`config.mk`:
```
export PLATFORM = sky130hd
export DESIGN_NAME = adaptive_sample_resampler
export DESIGN_NICKNAME = d
export VERILOG_FILES = /design/src/sv/asr_pkg.sv /design/src/sv/adaptive_sample_resampler.sv /design/src/sv/asr_queue.sv /design/src/sv/asr_engine.sv
export SDC_FILE = /design/constraint.sdc
export NUM_CORES = 2
export LEC_CHECK = 0
export BUFFER_PORTS_ARGS = -buffer_cell sky130_fd_sc_hd__clkbuf_2
export CAP_MARGIN = 10
export CORE_ASPECT_RATIO = 1.25
export CORE_UTILIZATION = 35
export DETAILED_ROUTE_END_ITERATION = 7
export SLEW_MARGIN = 20
export SYNTH_ARGS = -nofsm -noshare
export SYNTH_HDL_FRONTEND = slang
export SYNTH_SLANG_ARGS = --single-unit
```
`constraint.sdc`:
```
create_clock -name clk -period 16 [get_ports clk]
set_input_delay 2.4 -clock clk [delete_from_list [all_inputs] [get_ports clk]]
set_output_delay 2.4 -clock clk [all_outputs]
set_load 0.02 [all_outputs]
```
`src/sv/asr_pkg.sv`:
```
// ---------------------------------------------------------------------------
// asr_pkg: adaptive sample resampler shared types
// Transaction structs, configuration struct, register indexes, sequencer states.
// ---------------------------------------------------------------------------
`default_nettype none

package asr_pkg;

  localparam int POS_W   = 24;
  localparam int Q_DEPTH = 4;
  localparam int Q_PTR_W = 2;

  localparam logic [POS_W-1:0] POS_MAX = 24'hFFFFFF;

  localparam logic        MODE_RESET      = 1'b0;
  localparam logic [14:0] THRESHOLD_RESET = 15'd164;
  localparam logic [7:0]  INTERVAL_RESET  = 8'd255;

  typedef struct packed {
    logic signed [15:0] sample;
    logic               block_end;
  } in_t;

  typedef struct packed {
    logic signed [15:0] out_value;
    logic [POS_W-1:0]   out_position;
    logic               run_last;
  } out_t;

  typedef struct packed {
    logic        mode;
    logic [14:0] threshold;
    logic [7:0]  change_spacing;
    logic [7:0]  deviation_spacing;
  } cfg_t;

  typedef struct packed {
    logic empty;
    logic full;
  } q_status_t;

  typedef enum logic [1:0] {
    REG_MODE,
    REG_THRESHOLD,
    REG_CHANGE_SPACING,
    REG_DEVIATION_SPACING
  } reg_idx_t;

  typedef enum logic [2:0] {
    ST_IDLE,
    ST_FIRST,
    ST_LOGIC,
    ST_PUSH,
    ST_DEC_CTRL,
    ST_DEC_PT,
    ST_DRAIN,
    ST_FINISH
  } seq_state_t;

endpackage

`default_nettype wire

```
`src/sv/adaptive_sample_resampler.sv`:
```
// ---------------------------------------------------------------------------
// adaptive_sample_resampler: top level
// Reduces a sample stream to (value, position) points by change or deviation.
//
//   channel   dir  handshake                     payload
//   sample    in   sample_valid / sample_ready   in_t  {sample, block_end}
//   result    out  result_valid / result_ready   out_t {out_value, out_position, run_last}
//   config    in   APB psel/penable/pwrite       mode, threshold, spacings
//
// Per sample the engine sequencer steps through a first state, then the logic
// state in logic mode, or push and any due decision states in real mode, then finish.
// A block end drains each pending real-mode decision (up to 25 pending) through a
// zero push and the decision states, with extra zero pushes for blocks shorter
// than half the window, then a tail step. A low result_ready stalls the engine
// once its held-back and output result registers are full; the 4-entry queue then fills.
// Reset is synchronous; no clearing pass.
// ---------------------------------------------------------------------------
`default_nettype none

module adaptive_sample_resampler
  import asr_pkg::*;
#(
  parameter int WINDOW_LEN = 51,
  parameter int INDEX_BITS = 24
) (
  input  logic        clk,
  input  logic        rst,
  input  logic        sample_valid,
  output logic        sample_ready,
  input  in_t         sample_item,
  output logic        result_valid,
  input  logic        result_ready,
  output out_t        result_item,
  input  logic        psel,
  input  logic        penable,
  input  logic        pwrite,
  input  logic [3:0]  paddr,
  input  logic [31:0] pwdata,
  output logic [31:0] prdata,
  output logic        pready
);

  cfg_t      cfg;
  in_t       head;
  q_status_t q_stat;
  logic      pop;
  logic      cfg_wr;

  assign pready = 1'b1;
  assign cfg_wr = psel && penable && pwrite && pready;

  always_ff @(posedge clk) begin
    if (rst) begin
      cfg.mode              <= MODE_RESET;
      cfg.threshold         <= THRESHOLD_RESET;
      cfg.change_spacing    <= INTERVAL_RESET;
      cfg.deviation_spacing <= INTERVAL_RESET;
    end else if (cfg_wr) begin
      unique case (reg_idx_t'(paddr[3:2]))
        REG_MODE:              cfg.mode              <= pwdata[0];
        REG_THRESHOLD:         cfg.threshold         <= pwdata[14:0];
        REG_CHANGE_SPACING:    cfg.change_spacing    <= pwdata[7:0];
        REG_DEVIATION_SPACING: cfg.deviation_spacing <= pwdata[7:0];
        default: begin
        end
      endcase
    end
  end

  always_comb begin
    unique case (reg_idx_t'(paddr[3:2]))
      REG_MODE:              prdata = 32'(cfg.mode);
      REG_THRESHOLD:         prdata = 32'(cfg.threshold);
      REG_CHANGE_SPACING:    prdata = 32'(cfg.change_spacing);
      REG_DEVIATION_SPACING: prdata = 32'(cfg.deviation_spacing);
      default:               prdata = '0;
    endcase
  end

  asr_queue u_queue (
    .clk          (clk),
    .rst          (rst),
    .sample_valid (sample_valid),
    .sample_ready (sample_ready),
    .sample_item  (sample_item),
    .pop          (pop),
    .head         (head),
    .status       (q_stat)
  );

  asr_engine #(
    .WINDOW_LEN (WINDOW_LEN),
    .INDEX_BITS (INDEX_BITS)
  ) u_engine (
    .clk          (clk),
    .rst          (rst),
    .cfg          (cfg),
    .q_valid      (!q_stat.empty),
    .head         (head),
    .pop          (pop),
    .result_valid (result_valid),
    .result_ready (result_ready),
    .result_item  (result_item)
  );

  a_no_pop_empty: assert property (@(posedge clk) disable iff (rst)
    q_stat.empty |-> !pop)
    else $error("engine popped an empty queue");

  a_mode_write: assert property (@(posedge clk) disable iff (rst)
    (cfg_wr && paddr[3:2] == REG_MODE) |=> (cfg.mode == $past(pwdata[0])))
    else $error("mode register write lost");

  a_full_blocks: assert property (@(posedge clk) disable iff (rst)
    (q_stat.full && !pop) |=> q_stat.full)
    else $error("queue left full state without a pop");

endmodule

`default_nettype wire

```
`src/sv/asr_queue.sv`:
```
// ---------------------------------------------------------------------------
// asr_queue: input queue
// Accepts sample transactions and holds them for the engine.
// ---------------------------------------------------------------------------
`default_nettype none

module asr_queue
  import asr_pkg::*;
(
  input  logic      clk,
  input  logic      rst,
  input  logic      sample_valid,
  output logic      sample_ready,
  input  in_t       sample_item,
  input  logic      pop,
  output in_t       head,
  output q_status_t status
);

  in_t                q_mem [Q_DEPTH];
  logic [Q_PTR_W-1:0] wr_ptr;
  logic [Q_PTR_W-1:0] rd_ptr;
  logic [Q_PTR_W:0]   count;
  logic               push;

  assign status.empty = (count == '0);
  assign status.full  = (count == (Q_PTR_W+1)'(Q_DEPTH));
  assign sample_ready = !status.full;
  assign push         = sample_valid && sample_ready;
  assign head         = q_mem[rd_ptr];

  always_ff @(posedge clk) begin
    if (push) begin
      q_mem[wr_ptr] <= sample_item;
    end
  end

  always_ff @(posedge clk) begin
    if (rst) begin
      wr_ptr <= '0;
      rd_ptr <= '0;
      count  <= '0;
    end else begin
      if (push) begin
        wr_ptr <= wr_ptr + 1'b1;
      end
      if (pop) begin
        rd_ptr <= rd_ptr + 1'b1;
      end
      if (push && !pop) begin
        count <= count + 1'b1;
      end else if (!push && pop) begin
        count <= count - 1'b1;
      end
    end
  end

endmodule

`default_nettype wire

```
`src/sv/asr_engine.sv`:
```
// ---------------------------------------------------------------------------
// asr_engine: resampling sequencer
// Runs logic and real mode decisions per sample and stages result transactions.
// ---------------------------------------------------------------------------
`default_nettype none

module asr_engine
  import asr_pkg::*;
#(
  parameter int WINDOW_LEN = 51,
  parameter int INDEX_BITS = 24
) (
  input  logic clk,
  input  logic rst,
  input  cfg_t cfg,
  input  logic q_valid,
  input  in_t  head,
  output logic pop,
  output logic result_valid,
  input  logic result_ready,
  output out_t result_item
);

  localparam int HALF   = WINDOW_LEN / 2;
  localparam int SPAN   = 2 * HALF + 1;
  localparam int SUM_W  = $clog2(SPAN) + 16;
  localparam int DIFF_W = SUM_W + 2;
  localparam int CNT_W  = $clog2(SPAN + 1);
  localparam logic [INDEX_BITS-1:0]    IDX_MAX = '1;
  localparam logic signed [DIFF_W-1:0] WL_S    = DIFF_W'(WINDOW_LEN);
  localparam logic [DIFF_W-1:0]        WL_U    = DIFF_W'(WINDOW_LEN);

  function automatic logic [INDEX_BITS-1:0] sat_inc(input logic [INDEX_BITS-1:0] v);
    return (v == IDX_MAX) ? v : v + 1'b1;
  endfunction

  function automatic logic [POS_W-1:0] clamp_pos(input logic [INDEX_BITS-1:0] p);
    logic [31:0] w;
    w = 32'(p);
    return (w > 32'(POS_MAX)) ? POS_MAX : w[POS_W-1:0];
  endfunction

  seq_state_t state, state_next;

  in_t                     cur;
  logic signed [15:0]      hist [SPAN];
  logic signed [SUM_W-1:0] wsum;
  logic [INDEX_BITS-1:0]   sidx, cidx, didx;
  logic signed [15:0]      prev;
  logic                    started, bmode, first_r, fire_r;
  logic [CNT_W-1:0]        undec, depth;

  logic                    pend_valid;
  logic signed [15:0]      pend_value;
  logic [POS_W-1:0]        pend_pos;

  logic signed [DIFF_W-1:0] scaled, diff, mag;
  logic [DIFF_W-1:0]        limit;
  logic                     dev;
  logic [CNT_W-1:0]         depth_push;
  logic                     ctrl_due, tail_due;
  logic                     want, flush, emit_ok, go;
  logic signed [15:0]       emit_value;
  logic [INDEX_BITS-1:0]    emit_idx;
  logic                     out_free;
  logic signed [15:0]       push_x;
  logic                     do_push;

  assign scaled = DIFF_W'(hist[HALF]) * WL_S;
  assign diff   = scaled - DIFF_W'(wsum);
  assign mag    = diff[DIFF_W-1] ? -diff : diff;
  assign limit  = WL_U * DIFF_W'(cfg.threshold);
  assign dev    = $unsigned(mag) > limit;

  assign depth_push = (undec != '0) ? depth + 1'b1 : '0;
  assign ctrl_due   = ({1'b0, cidx} + 1'b1) < {1'b0, didx};
  assign tail_due   = ctrl_due;

  assign out_free = !result_valid || result_ready;
  assign emit_ok  = !pend_valid || out_free;

  always_comb begin
    want       = 1'b0;
    flush      = 1'b0;
    pop        = 1'b0;
    emit_value = cur.sample;
    emit_idx   = '0;
    unique case (state)
      ST_IDLE: begin
        pop = q_valid;
      end
      ST_FIRST: begin
        want = !started;
      end
      ST_LOGIC: begin
        want     = !first_r && ((cur.sample != prev) ||
                   (INDEX_BITS'(sidx - cidx) >= INDEX_BITS'(cfg.change_spacing)));
        emit_idx = sidx;
      end
      ST_PUSH: begin
      end
      ST_DEC_CTRL: begin
        want       = dev && ctrl_due;
        emit_value = prev;
        emit_idx   = didx - 1'b1;
      end
      ST_DEC_PT: begin
        want       = fire_r;
        emit_value = hist[HALF];
        emit_idx   = didx;
      end
      ST_DRAIN: begin
        want       = (undec == '0) && tail_due;
        emit_value = prev;
        emit_idx   = didx - 1'b1;
      end
      ST_FINISH: begin
        flush = 1'b1;
      end
      default: begin
      end
    endcase
    go = !(want || flush) || emit_ok;
  end

  always_comb begin
    state_next = state;
    unique case (state)
      ST_IDLE: begin
        if (q_valid) state_next = ST_FIRST;
      end
      ST_FIRST: begin
        if (go) state_next = (started ? bmode : cfg.mode) ? ST_PUSH : ST_LOGIC;
      end
      ST_LOGIC: begin
        if (go) state_next = ST_FINISH;
      end
      ST_PUSH: begin
        if (depth_push == CNT_W'(HALF)) state_next = ST_DEC_CTRL;
        else if (cur.block_end)          state_next = ST_DRAIN;
        else                             state_next = ST_FINISH;
      end
      ST_DEC_CTRL: begin
        if (go) state_next = ST_DEC_PT;
      end
      ST_DEC_PT: begin
        if (go) state_next = cur.block_end ? ST_DRAIN : ST_FINISH;
      end
      ST_DRAIN: begin
        if (undec != '0) begin
          if (depth + 1'b1 == CNT_W'(HALF)) state_next = ST_DEC_CTRL;
        end else if (go) begin
          state_next = ST_FINISH;
        end
      end
      ST_FINISH: begin
        if (go) state_next = ST_IDLE;
      end
      default: state_next = ST_IDLE;
    endcase
  end

  assign do_push = (state == ST_PUSH) || ((state == ST_DRAIN) && (undec != '0));
  assign push_x  = (state == ST_PUSH) ? cur.sample : '0;

  always_ff @(posedge clk) begin
    if (pop) begin
      cur <= head;
    end
  end

  always_ff @(posedge clk) begin
    if (rst) begin
      state   <= ST_IDLE;
      for (int i = 0; i < SPAN; i++) hist[i] <= '0;
      wsum    <= '0;
      sidx    <= '0;
      cidx    <= '0;
      didx    <= '0;
      prev    <= '0;
      started <= 1'b0;
      bmode   <= 1'b0;
      first_r <= 1'b0;
      fire_r  <= 1'b0;
      undec   <= '0;
      depth   <= '0;
    end else begin
      state <= state_next;
      if (do_push) begin
        hist[0] <= push_x;
        for (int i = 1; i < SPAN; i++) hist[i] <= hist[i-1];
        wsum <= wsum + SUM_W'(push_x) - SUM_W'(hist[SPAN-1]);
      end
      if (go) begin
        unique case (state)
          ST_FIRST: begin
            first_r <= !started;
            if (!started) begin
              started <= 1'b1;
              bmode   <= cfg.mode;
              sidx    <= '0;
              cidx    <= '0;
              didx    <= '0;
              prev    <= cur.sample;
            end
          end
          ST_LOGIC: begin
            if (want) begin
              prev <= cur.sample;
              cidx <= sidx;
            end
            sidx <= sat_inc(sidx);
          end
          ST_PUSH: begin
            undec <= undec + 1'b1;
            depth <= depth_push;
            sidx  <= sat_inc(sidx);
          end
          ST_DEC_CTRL: begin
            fire_r <= dev ||
                      (INDEX_BITS'(didx - cidx) >= INDEX_BITS'(cfg.deviation_spacing));
          end
          ST_DEC_PT: begin
            if (fire_r) cidx <= didx;
            prev  <= hist[HALF];
            didx  <= sat_inc(didx);
            undec <= undec - 1'b1;
            if (depth != '0) depth <= depth - 1'b1;
          end
          ST_DRAIN: begin
            if (undec != '0) depth <= depth + 1'b1;
          end
          ST_FINISH: begin
            if (cur.block_end) begin
              for (int i = 0; i < SPAN; i++) hist[i] <= '0;
              wsum    <= '0;
              sidx    <= '0;
              cidx    <= '0;
              didx    <= '0;
              prev    <= '0;
              started <= 1'b0;
              bmode   <= 1'b0;
              undec   <= '0;
              depth   <= '0;
            end
          end
          default: begin
          end
        endcase
      end
    end
  end

  // one result held back so run_last can be set when the item completes
  always_ff @(posedge clk) begin
    if (want && go) begin
      pend_value <= emit_value;
      pend_pos   <= clamp_pos(emit_idx);
    end
  end

  always_ff @(posedge clk) begin
    if (rst) begin
      pend_valid   <= 1'b0;
      result_valid <= 1'b0;
    end else begin
      if (pend_valid && ((want && go) || (flush && go))) begin
        result_valid <= 1'b1;
        result_item  <= '{out_value: pend_value, out_position: pend_pos,
                          run_last: flush};
      end else if (result_ready) begin
        result_valid <= 1'b0;
      end
      if (want && go) begin
        pend_valid <= 1'b1;
      end else if (flush && go) begin
        pend_valid <= 1'b0;
      end
    end
  end

endmodule

`default_nettype wire

```
==> implementation parameters <==
Parameter                              Value

Synthesis
  Share of flip-flops with an asynchronous set or reset after synthesis    0
  Post-Syn Instances    5367
  Syn Std Cell Area    55900 sq um
  Top flip-flop cell by instance count after synthesis    edfxtp_1
  Synth Area per Inst    10.4 sq um
  Post-synthesis sequential area ratio    0.534
  Post-synthesis sequential element count    1152
  Number of distinct library cells after synthesis    84
  Synth Warn #    0
  Number of flops mapped to enable cells by yosys    678

Pwr
  Relative contribution of sequential cells to total power    0.314
  Total power draw    12800 uW
  Share of total power consumed by net switching    0.405
  Static Leakage    0.0251 uW
  Power share of the combinational group    0.478
  Share of power burned in the clock network    0.207
  Power Dens Cells    208 nW/um^2
  Internal power    7620 uW
  Worst voltage drop across the vdd grid    0.263 mV
  Total net switching power    5190 uW

Clock tree
  Clock slew at the register clock pins of the worst setup and hold paths    0.07 ns
  CTS H-tree lvls    3
  Post-CTS setup buffer count    0
  Clock latency of the later-clocked register in the worst-skew pair    0.75 ns
  Worst-case clock buffer depth    3
  CTS tree    done
  Number of clock buffers inserted by TritonCTS    111
  Count of cells resized by post-cts repair    0
  Hold-fix buffers, CTS    0
  Num Clock Sinks    1152
  Buffer cell driving the clock tree root    clkbuf_16

GRT
  Initial antenna violation count    3
  Overall routing resource usage    0.156
  Global-route wire length before repair    207000 um
  Congestion Overflow GR    0
  Pin count of the biggest net entering global routing    266
  Vias in the first global route    38100

Detailed routing
  Via-to-Cell Ratio    5.33
  Routed length on met2    62000 um
  Count of vias placed by the detailed router    39500
  Average wire per cell in the routed design    17.4 um
  Total detailed-routing wirelength    129000 um
  First drt pass iteration count    6
  # DRC    0
  Post-route antenna net violation count    0
  Length of routed wiring on met1    56700 um
  Uppermost metal layer occupied by signal nets    met4
  Detailed-routed wire length on met3    5900 um
  Count of routing violations after the opening detailed-route iteration    3150

Timing
  Shortest period the worst path allows    9.46 ns
  Total negative slack for setup checks    0 ns
  Final setup viols    0
  Worst-case headroom to the max-slew limit    0.217
  Max Fclk    106 MHz
  Worst Max-Slew Pin Slew    1.16 ns
  Clock Skews    0.0776 ns
  Count of endpoints failing hold in the final timing report    0
  Final count of pins violating max slew    0
  Unrepaired setup endpoints after global routing    no
  Final critical-path share of the clock period    0.592

Floorplan
  Die W    359 um
  Core ar.    158000 sq um
  Vertical die dimension    449 um
  Initial Util    0.353
  Top-Level Pins    136
  FP Rows    163
  Area of the die    161000 sq um

Finish
  Area growth from synthesis to final layout    10.4%
  Net total in the final layout    5670
  Ratio of cells with drive above 1 in the final layout    0.0710

Critical path
  CP dominant cell by count    inv_1
  Worst path arrival time    10.02 ns
  Data required time of the worst path    16.56 ns
  Largest stage delay on the critical path    0.68 ns
  Maximum fanout encountered on the critical timing path    39
  Type of origin of the critical path    register
  Critical Path Slowest Stage Cell    or4b_2
  CP endpoint kind    register
  Cells on worst reg2reg path    33
  Type of the worst setup path    reg2reg

Place
  PortBufs    98
  Routability Congestion    0.882
  Post-DP HPWL    81400 um

Min path
  Worst min-delay path category    reg2reg
  WHS Path Cells    0

Outcome
  Run status    complete, no violations

Job
  Max cap viols    0
[power by group through the flow]
| stage | Clock (uW) | Combinational (uW) | Sequential [uW] |
|---|---|---|---|
| finish | 2650 | 6130 | 4030 |
| global route | 2840 | 6850 | 4080 |
| CTS | 2730 | 6140 | 4030 |
| detailed placement | 0 | 6100 | 4090 |
| global placement | 0 | 5990 | 4080 |
| floorplan | 0 | 4600 | 4070 |
[cells by family after synthesis]
kind of cell | after synthesis | share of synthesized area
and+or+nand+nor | 2082 | 0.192
AOI/OAI and AO/OA | 814 | 0.0929
DFF | 1152 | 0.534
adders and majority gates | 355 | 0.0923
xor gates and xnor gates | 164 | 0.0258
buffers and inverters | 764 | 0.0529
other | 2 | 0.000134
muxes | 34 | 0.0102
[stage by stage]
| stage | cell area, sq um | worst slack [ns] | cells | hold WS [ns] | utilization |
|---|---|---|---|---|---|
| after floorplan | 55900 | 2.27 | 5383 | 0.400 | - |
| after global placement | 58000 | 6.67 | 7203 | 0.407 | 0.366 |
| after detailed placement | 58000 | 6.69 | 7204 | 0.405 | 0.366 |
| after CTS | 61700 | 6.57 | 7412 | 0.417 | 0.390 |
| after global routing | 61700 | 6.06 | 7413 | 0.421 | 0.390 |
| final | 61700 | 6.54 | 7414 | 0.411 | 0.390 |
[Yosys cell counts, types with 9 or more instances]
cell	n	share of area
o21a_1	20	0.0027
nand3_1	87	0.0078
dfxtp_1	474	0.17
edfxtp_1	678	0.36
mux4_2	18	0.0073
ha_1	260	0.058
nand2b_1	12	0.0013
buf_2	9	0.00081
and2_1	24	0.0027
buf_1	23	0.0015
a22oi_1	27	0.0036
a211oi_1	47	0.0063
xor2_1	42	0.0066
inv_1	372	0.025
o21bai_1	20	0.0027
o21ai_0	190	0.017
clkbuf_1	336	0.023
a21oi_1	223	0.020
o211ai_1	27	0.0036
xnor2_1	121	0.019
a21o_1	41	0.0055
nor2_1	406	0.027
buf_4	18	0.0024
or4_1	11	0.0015
nand2_1	201	0.014
mux2i_1	12	0.0021
fa_1	95	0.034
a22o_1	40	0.0063
nor4_1	23	0.0026
and3_1	543	0.061
o22ai_1	24	0.0027
nor3_1	616	0.055
o31ai_1	17	0.0023
a31oi_1	44	0.0049
nor2b_1	15	0.0017
a2111oi_0	27	0.0042
nand4_1	50	0.0056
or3_1	61	0.0068
[state kept, by name, summed over array words and instances (netlist names), 16 cells and up]
register              count
u_engine.cidx            24
u_engine.result_item     41
u_engine.pend_value      16
u_engine.cur             17
u_engine.pend_pos        24
u_engine.prev            16
u_queue.q_mem            68
u_engine.wsum            22
u_engine.hist           816
u_engine.didx            24
u_engine.sidx            24
cfg                      32
[cell type report]
class,count,area [sq um]
flip-flops and latches,1152,29800
diodes,2,5.00
multi-input cells,3467,23200
inverters,376,1430
well taps,2062,2580
clock inverters,60,621
fillers,15500,96600
repair buffers,147,908
clock buffers,148,3090
[layout by cell type (no fill, tap or decap), types with 27 or more instances in the layout]
| cell | count |
|---|---|
| edfxtp_1 | 678 |
| nor3_1 | 615 |
| and3_1 | 543 |
| dfxtp_1 | 474 |
| nor2_1 | 401 |
| inv_1 | 371 |
| ha_1 | 260 |
| a21oi_1 | 223 |
| nand2_1 | 198 |
| o21ai_0 | 190 |
| xnor2_1 | 121 |
| clkbuf_16 | 113 |
| clkbuf_2 | 98 |
| fa_1 | 95 |
| nand3_1 | 87 |
| or3_1 | 61 |
| nand4_1 | 50 |
| a211oi_1 | 47 |
| buf_4 | 44 |
| a31oi_1 | 43 |
| xor2_1 | 42 |
| a21o_1 | 41 |
| a22o_1 | 40 |
| a2111oi_0 | 27 |
| o211ai_1 | 27 |
| a22oi_1 | 27 |
[path summary, 6_finish.rpt]
path	start	slack, ns	endpoint
worst min-delay path	u_engine.pend_pos[12]	0.41	u_engine.result_item[13]
worst max register to register	u_engine.hist[25][1]	6.54	u_engine.cidx[6]
worst min register to register	u_engine.pend_pos[12]	0.41	u_engine.result_item[13]
worst max-delay path	u_engine.hist[25][1]	6.54	u_engine.cidx[6]
[worst max-delay path, delay by kind of cell (launching register included)]
| kind | cells | cell delay (ns) |
|---|---|---|
| AND/OR/NAND/NOR | 8 | 1.99 |
| buffers and inverters | 6 | 1.09 |
| AO/OA/AOI/OAI | 13 | 2.92 |
| adder cells (fa/ha/maj) | 6 | 2.63 |
| flip-flops | 1 | 0.59 |
[per-layer routing]
metal | up-vias | track usage
met5 | - | 0
met4 | 0 | 0.0615
met3 | 209 | 0.0216
met2 | 816 | 0.260
met1 | 19400 | 0.204
li1 | 19100 | -
Power figures use the tool's default switching activity.
